`config.mk`:
```
export PLATFORM = sky130hd
export DESIGN_NAME = bolt_ctrl
export DESIGN_NICKNAME = d
export VERILOG_FILES = /design/src/rtl/assert_macros.svh /design/src/rtl/bolt_pkg.sv /design/src/rtl/bolt_ctrl.sv
export SDC_FILE = /design/constraint.sdc
export NUM_CORES = 1
export LEC_CHECK = 0
export BUFFER_PORTS_ARGS = -buffer_cell sky130_fd_sc_hd__buf_2
export CORE_ASPECT_RATIO = 0.5
export CORE_MARGIN = 2
export CORE_UTILIZATION = 33
export DETAILED_ROUTE_END_ITERATION = 10
export HOLD_SLACK_MARGIN = 0.03
export PLACE_DENSITY = 0.63
export SLEW_MARGIN = 0
export SYNTH_ARGS = -nofsm -noshare
export SYNTH_HDL_FRONTEND = slang
export SYNTH_SLANG_ARGS = --single-unit
```
`constraint.sdc`:
```
create_clock -name clk -period 11 [get_ports clk]
set_input_delay 2.2 -clock clk [delete_from_list [all_inputs] [get_ports clk]]
set_output_delay 2.2 -clock clk [all_outputs]
set_load 0.1 [all_outputs]
```
`src/rtl/assert_macros.svh`:
```
// Assertion helpers; clk and arst_n must be visible where these are used.
`ifndef ASSERT_MACROS_SVH
`define ASSERT_MACROS_SVH

// Condition holds at every clock edge outside reset.
`define ASSERT_ALWAYS(label, cond, msg) \
	label: assert property (@(posedge clk) disable iff (!arst_n) (cond)) else $error(msg);

// Consequent holds in the same cycle as the antecedent.
`define ASSERT_IMPLIES(label, ante, cons, msg) \
	label: assert property (@(posedge clk) disable iff (!arst_n) (ante) |-> (cons)) \
		else $error(msg);

// Consequent holds in the cycle after the antecedent.
`define ASSERT_NEXT(label, ante, cons, msg) \
	label: assert property (@(posedge clk) disable iff (!arst_n) (ante) |=> (cons)) \
		else $error(msg);

`endif

```
`src/rtl/bolt_pkg.sv`:
```
package bolt_pkg;

	localparam int CAPACITY_DEF = 64;
	localparam int PAYLOAD_BITS_DEF = 32;
	localparam int KEY_W = 32;
	localparam int FIELD_PAY_W = 32;
	localparam int POS_W = 7;
	localparam int CNT_OUT_W = 7;

	typedef enum logic [2:0] {
		CMD_INS_TAIL = 3'd0,
		CMD_INS_HEAD = 3'd1,
		CMD_INS_SORT = 3'd2,
		CMD_RM_TAIL  = 3'd3,
		CMD_RM_HEAD  = 3'd4,
		CMD_RM_KEY   = 3'd5,
		CMD_READ_POS = 3'd6,
		CMD_FIND_KEY = 3'd7
	} cmd_t;

	typedef enum logic [3:0] {
		ST_IDLE,
		ST_SCAN_RD,
		ST_SCAN_CMP,
		ST_UP_RD,
		ST_UP_WR,
		ST_PUT,
		ST_DN_RD,
		ST_DN_WR,
		ST_FETCH_RD,
		ST_FETCH,
		ST_DONE
	} st_t;

	typedef struct packed {
		cmd_t                     cmd;
		logic signed [KEY_W-1:0]  entry_key;
		logic [FIELD_PAY_W-1:0]   entry_payload;
		logic [POS_W-1:0]         position;
	} req_t;

	typedef struct packed {
		logic                     ok;
		logic signed [KEY_W-1:0]  found_key;
		logic [FIELD_PAY_W-1:0]   found_payload;
		logic [CNT_OUT_W-1:0]     count;
		logic                     is_full;
		logic                     is_empty;
	} rsp_t;

	// Outcome of one request as the sequencer hands it over.
	typedef struct packed {
		logic                     ok;
		logic signed [KEY_W-1:0]  found_key;
		logic [FIELD_PAY_W-1:0]   found_payload;
	} res_t;

endpackage

```
`src/rtl/bolt_ctrl.sv`:
```
module bolt_ctrl import bolt_pkg::*; #(
	parameter int CAPACITY = CAPACITY_DEF,
	parameter int PAYLOAD_BITS = PAYLOAD_BITS_DEF,
	localparam int SW = (PAYLOAD_BITS < FIELD_PAY_W) ? PAYLOAD_BITS : FIELD_PAY_W,
	localparam int AW = $clog2(CAPACITY),
	localparam int CW = $clog2(CAPACITY + 1)
) (
	input  logic                    clk,
	input  logic                    arst_n,
	input  logic                    req_valid,
	output logic                    req_ready,
	input  req_t                    req,
	output logic                    res_valid,
	input  logic                    res_ready,
	output res_t                    res,
	output logic [CW-1:0]           count,
	output logic                    wr_en,
	output logic [AW-1:0]           wr_addr,
	output logic signed [KEY_W-1:0] wr_key,
	output logic [SW-1:0]           wr_pay,
	output logic [AW-1:0]           rd_addr,
	input  logic signed [KEY_W-1:0] rd_key,
	input  logic [SW-1:0]           rd_pay
);

	st_t                     state_q, state_d;
	logic [CW-1:0]           cnt_q, cnt_d;
	cmd_t                    cmd_q, cmd_d;
	logic signed [KEY_W-1:0] key_q, key_d;
	logic [SW-1:0]           pay_q, pay_d;
	logic [POS_W-1:0]        pos_q, pos_d;
	logic [CW-1:0]           idx_q, idx_d;
	logic [CW-1:0]           tgt_q, tgt_d;
	logic                    ok_q, ok_d;
	logic signed [KEY_W-1:0] fkey_q, fkey_d;
	logic [FIELD_PAY_W-1:0]  fpay_q, fpay_d;

	logic          full, empty, pos_hit;
	logic          key_lt, key_eq;
	logic [CW-1:0] idx_m1, idx_p1;

	// Shared compare unit: stored key against the request key.
	assign key_lt = rd_key < key_q;
	assign key_eq = rd_key == key_q;

	assign full    = cnt_q == CW'(CAPACITY);
	assign empty   = cnt_q == '0;
	assign pos_hit = (req.position != '0) && (32'(req.position) <= 32'(cnt_q));
	assign idx_m1  = idx_q - CW'(1);
	assign idx_p1  = idx_q + CW'(1);

	assign count = cnt_q;
	assign res   = '{ok: ok_q, found_key: fkey_q, found_payload: fpay_q};

	always_ff @(posedge clk or negedge arst_n) begin
		if (!arst_n) begin
			state_q <= ST_IDLE;
			cnt_q   <= '0;
		end else begin
			state_q <= state_d;
			cnt_q   <= cnt_d;
		end
	end

	always_ff @(posedge clk) begin
		cmd_q  <= cmd_d;
		key_q  <= key_d;
		pay_q  <= pay_d;
		pos_q  <= pos_d;
		idx_q  <= idx_d;
		tgt_q  <= tgt_d;
		ok_q   <= ok_d;
		fkey_q <= fkey_d;
		fpay_q <= fpay_d;
	end

	always_comb begin
		state_d = state_q;
		cnt_d   = cnt_q;
		cmd_d   = cmd_q;
		key_d   = key_q;
		pay_d   = pay_q;
		pos_d   = pos_q;
		idx_d   = idx_q;
		tgt_d   = tgt_q;
		ok_d    = ok_q;
		fkey_d  = fkey_q;
		fpay_d  = fpay_q;

		req_ready = state_q == ST_IDLE;
		res_valid = state_q == ST_DONE;
		wr_en     = 1'b0;
		wr_addr   = tgt_q[AW-1:0];
		wr_key    = key_q;
		wr_pay    = pay_q;
		rd_addr   = idx_q[AW-1:0];

		case (state_q)
			ST_IDLE: begin
				if (req_valid) begin
					cmd_d   = req.cmd;
					key_d   = req.entry_key;
					pay_d   = req.entry_payload[SW-1:0];
					pos_d   = req.position;
					ok_d    = 1'b0;
					fkey_d  = '0;
					fpay_d  = '0;
					idx_d   = '0;
					state_d = ST_DONE;
					case (req.cmd)
						CMD_INS_TAIL: begin
							if (!full) begin
								tgt_d   = cnt_q;
								state_d = ST_PUT;
							end
						end
						CMD_INS_HEAD: begin
							if (!full) begin
								tgt_d   = '0;
								idx_d   = cnt_q;
								state_d = ST_UP_RD;
							end
						end
						CMD_INS_SORT: begin
							if (!full)
								state_d = ST_SCAN_RD;
						end
						CMD_RM_TAIL: begin
							if (!empty) begin
								cnt_d = cnt_q - CW'(1);
								ok_d  = 1'b1;
							end
						end
						CMD_RM_HEAD: begin
							if (!empty)
								state_d = ST_DN_RD;
						end
						CMD_RM_KEY, CMD_FIND_KEY: begin
							state_d = ST_SCAN_RD;
						end
						CMD_READ_POS: begin
							if (pos_hit)
								state_d = ST_FETCH_RD;
						end
						default: state_d = ST_DONE;
					endcase
				end
			end
			ST_SCAN_RD: begin
				if (idx_q == cnt_q) begin
					// no stop point: sorted insert goes to the tail
					if (cmd_q == CMD_INS_SORT) begin
						tgt_d   = idx_q;
						state_d = ST_UP_RD;
					end else begin
						state_d = ST_DONE;
					end
				end else begin
					state_d = ST_SCAN_CMP;
				end
			end
			ST_SCAN_CMP: begin
				if (cmd_q == CMD_INS_SORT) begin
					if (!key_lt) begin
						tgt_d   = idx_q;
						idx_d   = cnt_q;
						state_d = ST_UP_RD;
					end else begin
						idx_d   = idx_p1;
						state_d = ST_SCAN_RD;
					end
				end else if (key_eq) begin
					if (cmd_q == CMD_FIND_KEY) begin
						ok_d    = 1'b1;
						fkey_d  = rd_key;
						fpay_d  = FIELD_PAY_W'(rd_pay);
						state_d = ST_DONE;
					end else begin
						state_d = ST_DN_RD;
					end
				end else begin
					idx_d   = idx_p1;
					state_d = ST_SCAN_RD;
				end
			end
			ST_UP_RD: begin
				if (idx_q == tgt_q) begin
					state_d = ST_PUT;
				end else begin
					rd_addr = idx_m1[AW-1:0];
					state_d = ST_UP_WR;
				end
			end
			ST_UP_WR: begin
				wr_en   = 1'b1;
				wr_addr = idx_q[AW-1:0];
				wr_key  = rd_key;
				wr_pay  = rd_pay;
				idx_d   = idx_m1;
				state_d = ST_UP_RD;
			end
			ST_PUT: begin
				wr_en   = 1'b1;
				cnt_d   = cnt_q + CW'(1);
				ok_d    = 1'b1;
				state_d = ST_DONE;
			end
			ST_DN_RD: begin
				if (idx_p1 >= cnt_q) begin
					cnt_d   = cnt_q - CW'(1);
					ok_d    = 1'b1;
					state_d = ST_DONE;
				end else begin
					rd_addr = idx_p1[AW-1:0];
					state_d = ST_DN_WR;
				end
			end
			ST_DN_WR: begin
				wr_en   = 1'b1;
				wr_addr = idx_q[AW-1:0];
				wr_key  = rd_key;
				wr_pay  = rd_pay;
				idx_d   = idx_p1;
				state_d = ST_DN_RD;
			end
			ST_FETCH_RD: begin
				rd_addr = AW'(pos_q - POS_W'(1));
				state_d = ST_FETCH;
			end
			ST_FETCH: begin
				ok_d    = 1'b1;
				fkey_d  = rd_key;
				fpay_d  = FIELD_PAY_W'(rd_pay);
				state_d = ST_DONE;
			end
			ST_DONE: begin
				if (res_ready)
					state_d = ST_IDLE;
			end
			default: state_d = ST_IDLE;
		endcase
	end

endmodule

```
==> flow_summary.json <==
{
  "outcome": "finished, final reports clean",
  "hp-class": "reg2reg",
  "cts_buffer_depth": 2,
  "die-area_sq_mm": 0.0294,
  "rsz0062_at_grt": "no",
  "yosys.area.top_type_share": 0.495,
  "synth.ff_latch_count": 163,
  "wirelength_met1_mm": 11.5,
  "io_buffer_count": 292,
  "yosys_most_used_dff": "edfxtp_1",
  "path_cells": "ha_1 -> nand3_1 -> or3_1 -> xnor2_1 -> ha_1 -> a21oi_1 -> o21a_1 -> o31ai_1 -> a22oi_1 -> buf_2",
  "tightest_slew_ns": 1.18,
  "fmax_ghz": 0.160,
  "ys_top_cells_by_count": "edfxtp_1, mux2_2, and2_1",
  "via_count": 7478,
  "cts_tree": "yes",
  "path_clk_slew_ns": 0.07,
  "cp_common_cell": "ha_1",
  "cts.hold.buffers_added": 0,
  "drt_iter0_drc": 562,
  "worst-r2r-setup-slack_ns": 7.37,
  "synth_top_family_by_area": "simple AND/OR/NAND/NOR gates",
  "synthAdderAreaFrac": 0.0754,
  "critPathKind": "reg2out",
  "maxSlewViolCount": 0,
  "crit_path_start_kind": "register",
  "cts_sinks": 163,
  "post-dp-hpwl_mm": 21.4,
  "muxShareOfSynthArea": 0.0871,
  "crit_fanout": 13,
  "postCtsSetupRepairBufs": 0,
  "nets": 1285,
  "grt.overflow.total": 0,
  "antenna_found_initial": 1,
  "synth_area_leaders": "edfxtp_1, mux2_2, ha_1",
  "drive_gt1_frac": 0.368,
  "setup_tns_ns": 0,
  "wl_met3_mm": 1.40,
  "yosys_warnings": 0,
  "die_y_um": 122,
  "first_pass_iters": 5,
  "area.sequential_sq_mm": 0.00484,
  "critPathRequiredTime_ns": 8.80,
  "endpoint_kind": "output port",
  "coreArea_sq_mm": 0.0276,
  "syn-cell-area_sq_mm": 0.00922,
  "crit_slowest_cell": "edfxtp_1",
  "row_count": 43,
  "grt_pass1_vias": 7370,
  "fillers": 2661,
  "grt_max_degree": 80,
  "yosysMostFrequentCell": "edfxtp_1",
  "skew_ns": 0.0104,
  "synth_edf_count": 152,
  "post_drt_wl_per_cell_um": 19.0,
  "synthArstFlopShare": 0.0675,
  "avgSynthCellArea_sq_um": 11.4,
  "cpPeakStageDelay_ns": 0.64,
  "hold_violations": 0,
  "die_x_um": 240,
  "drt-vias-per-instance": 5.04,
  "period_needed_ns": 6.25,
  "synthCells": 809,
  "relSlewSlack": 0.207,
  "grt_use_total": 0.190,
  "cp.arrival_ns": 4.05,
  "ant_nets": 0,
  "synthXorXnorAreaFrac": 0.0342,
  "ios": 293,
  "totalWireLength_mm": 28.2,
  "synthSimpleGateAreaFrac": 0.138,
  "multi_input_area_sq_mm": 0.00405,
  "place.gp.congestion": 1.01,
  "cts_root_buffer": "clkbuf_16",
  "syn_nets": 1006,
  "route.met2.wl_mm": 14.3,
  "clk_latency_ns": 0.45,
  "grt_pass1_wl_mm": 41.8,
  "yosysSeqAreaShare": 0.525,
  "synth_cell_types": 61,
  "cp_top_family": "compound AO/OA/AOI/OAI gates",
  "yosysTopAreaCell": "edfxtp_1",
  "start_util": 0.334,
  "route.detailed.drc": 0,
  "path_buf_inv": 1,
  "cts_resized": 0,
  "synth_compound_area_frac": 0.103,
  "cts_made_buffers": 17,
  "setup_viol": 0,
  "top_layer_used": "met4",
  "synthToLayoutAreaGrowth_pct": 26.3,
  "post-route-period-util": 0.569,
  "htree_levels": 4,
  "drv_cap": 0
}
==> registers in the layout, indices dropped and copies added (netlist names), 6 cells and up <==
| signal | flops |
|---|---|
| pay_q | 32 |
| tgt_q | 7 |
| key_q | 32 |
| fpay_q | 32 |
| fkey_q | 32 |
| count | 7 |
| idx_q | 7 |
| pos_q | 6 |
==> worst reg2reg max path, cell delays in order, from the launching register on <==
cell and delay [ns]:
dfrtp_1 0.57, nor2b_1 0.60, nor2_1 0.27, nand2_4 0.82
nor3b_1 0.75, a2111oi_0 0.28, o311ai_1 0.15
==> worst paths after layout <==
kind | startpoint | to | cells after the start
setup reg to reg | state_q[0]$_DFFE_PN0P_ | idx_q[3]$_DFFE_PP_ | 6
max in group asynchronous | arst_n | state_q[2]$_DFFE_PN0P_ | 1
setup / recovery | idx_q[0]$_DFFE_PP_ | rd_addr[5] | 10
hold reg to reg | idx_q[6]$_DFFE_PP_ | tgt_q[6]$_DFFE_PP_ | 2
min in group asynchronous | arst_n | count[0]$_DFFE_PN0P_ | 1
hold / removal | idx_q[6]$_DFFE_PP_ | tgt_q[6]$_DFFE_PP_ | 2
==> layout by cell type (no fill, tap or decap), types with 6 or more instances in the layout <==
cell type  instances
a21o_1            10
a21oi_1           43
and2_1            63
buf_2            292
clkbuf_16         17
dfrtp_1           11
edfxtp_1         152
ha_1              54
inv_1             54
inv_6              6
mux2_2            66
mux2i_1            6
nand2_1           61
nand3_1           14
nand4_1           10
nor2_1            40
nor2b_1            8
nor3_1            15
o21ai_0           31
o21ai_1            8
o21bai_1           6
or3_1              7
xnor2_1           25
xor2_1            11
==> routing by layer <==
layer  vias up  track usage
li1       3514            -
met1      3659        0.229
met2       243        0.331
met3        62       0.0362
met4         0       0.0881
met5         -            0
==> area by class of cell <==
class                      instances  share of cell area
inverter                          56              0.0181
antenna                            1            0.000215
timing repair buffer             296               0.128
tap                              382              0.0410
sequential                       163               0.415
clock buffer                      17              0.0365
multi-input combinational        554               0.348
clock inverter                    14              0.0131
==> kinds of logic after synthesis <==
kind of cell,count (synthesis)
buffers and inverters,92
DFF,163
adders and majority gates,55
AOI/OAI and AO/OA,148
xor gates and xnor gates,36
and+or+nand+nor,243
muxes,72
==> per-stage QoR <==
stage          std cells  area, sq um  setup slack, ns  hold slack (ns)   util
2_1_floorplan        809         9220            0.821            0.696      -
3_3_place_gp        1451        11100             5.43            0.754  0.401
3_5_place_dp        1451        11100             5.33            0.782  0.401
4_1_cts             1482        11600             4.82            0.796  0.422
5_1_grt             1483        11700             4.50            0.831  0.422
6_report            1483        11700             4.75            0.788  0.422
Power is left out: the tool's default activity adds up to more than one toggle a clock period on the data nets, which glitch-free logic cannot reach.
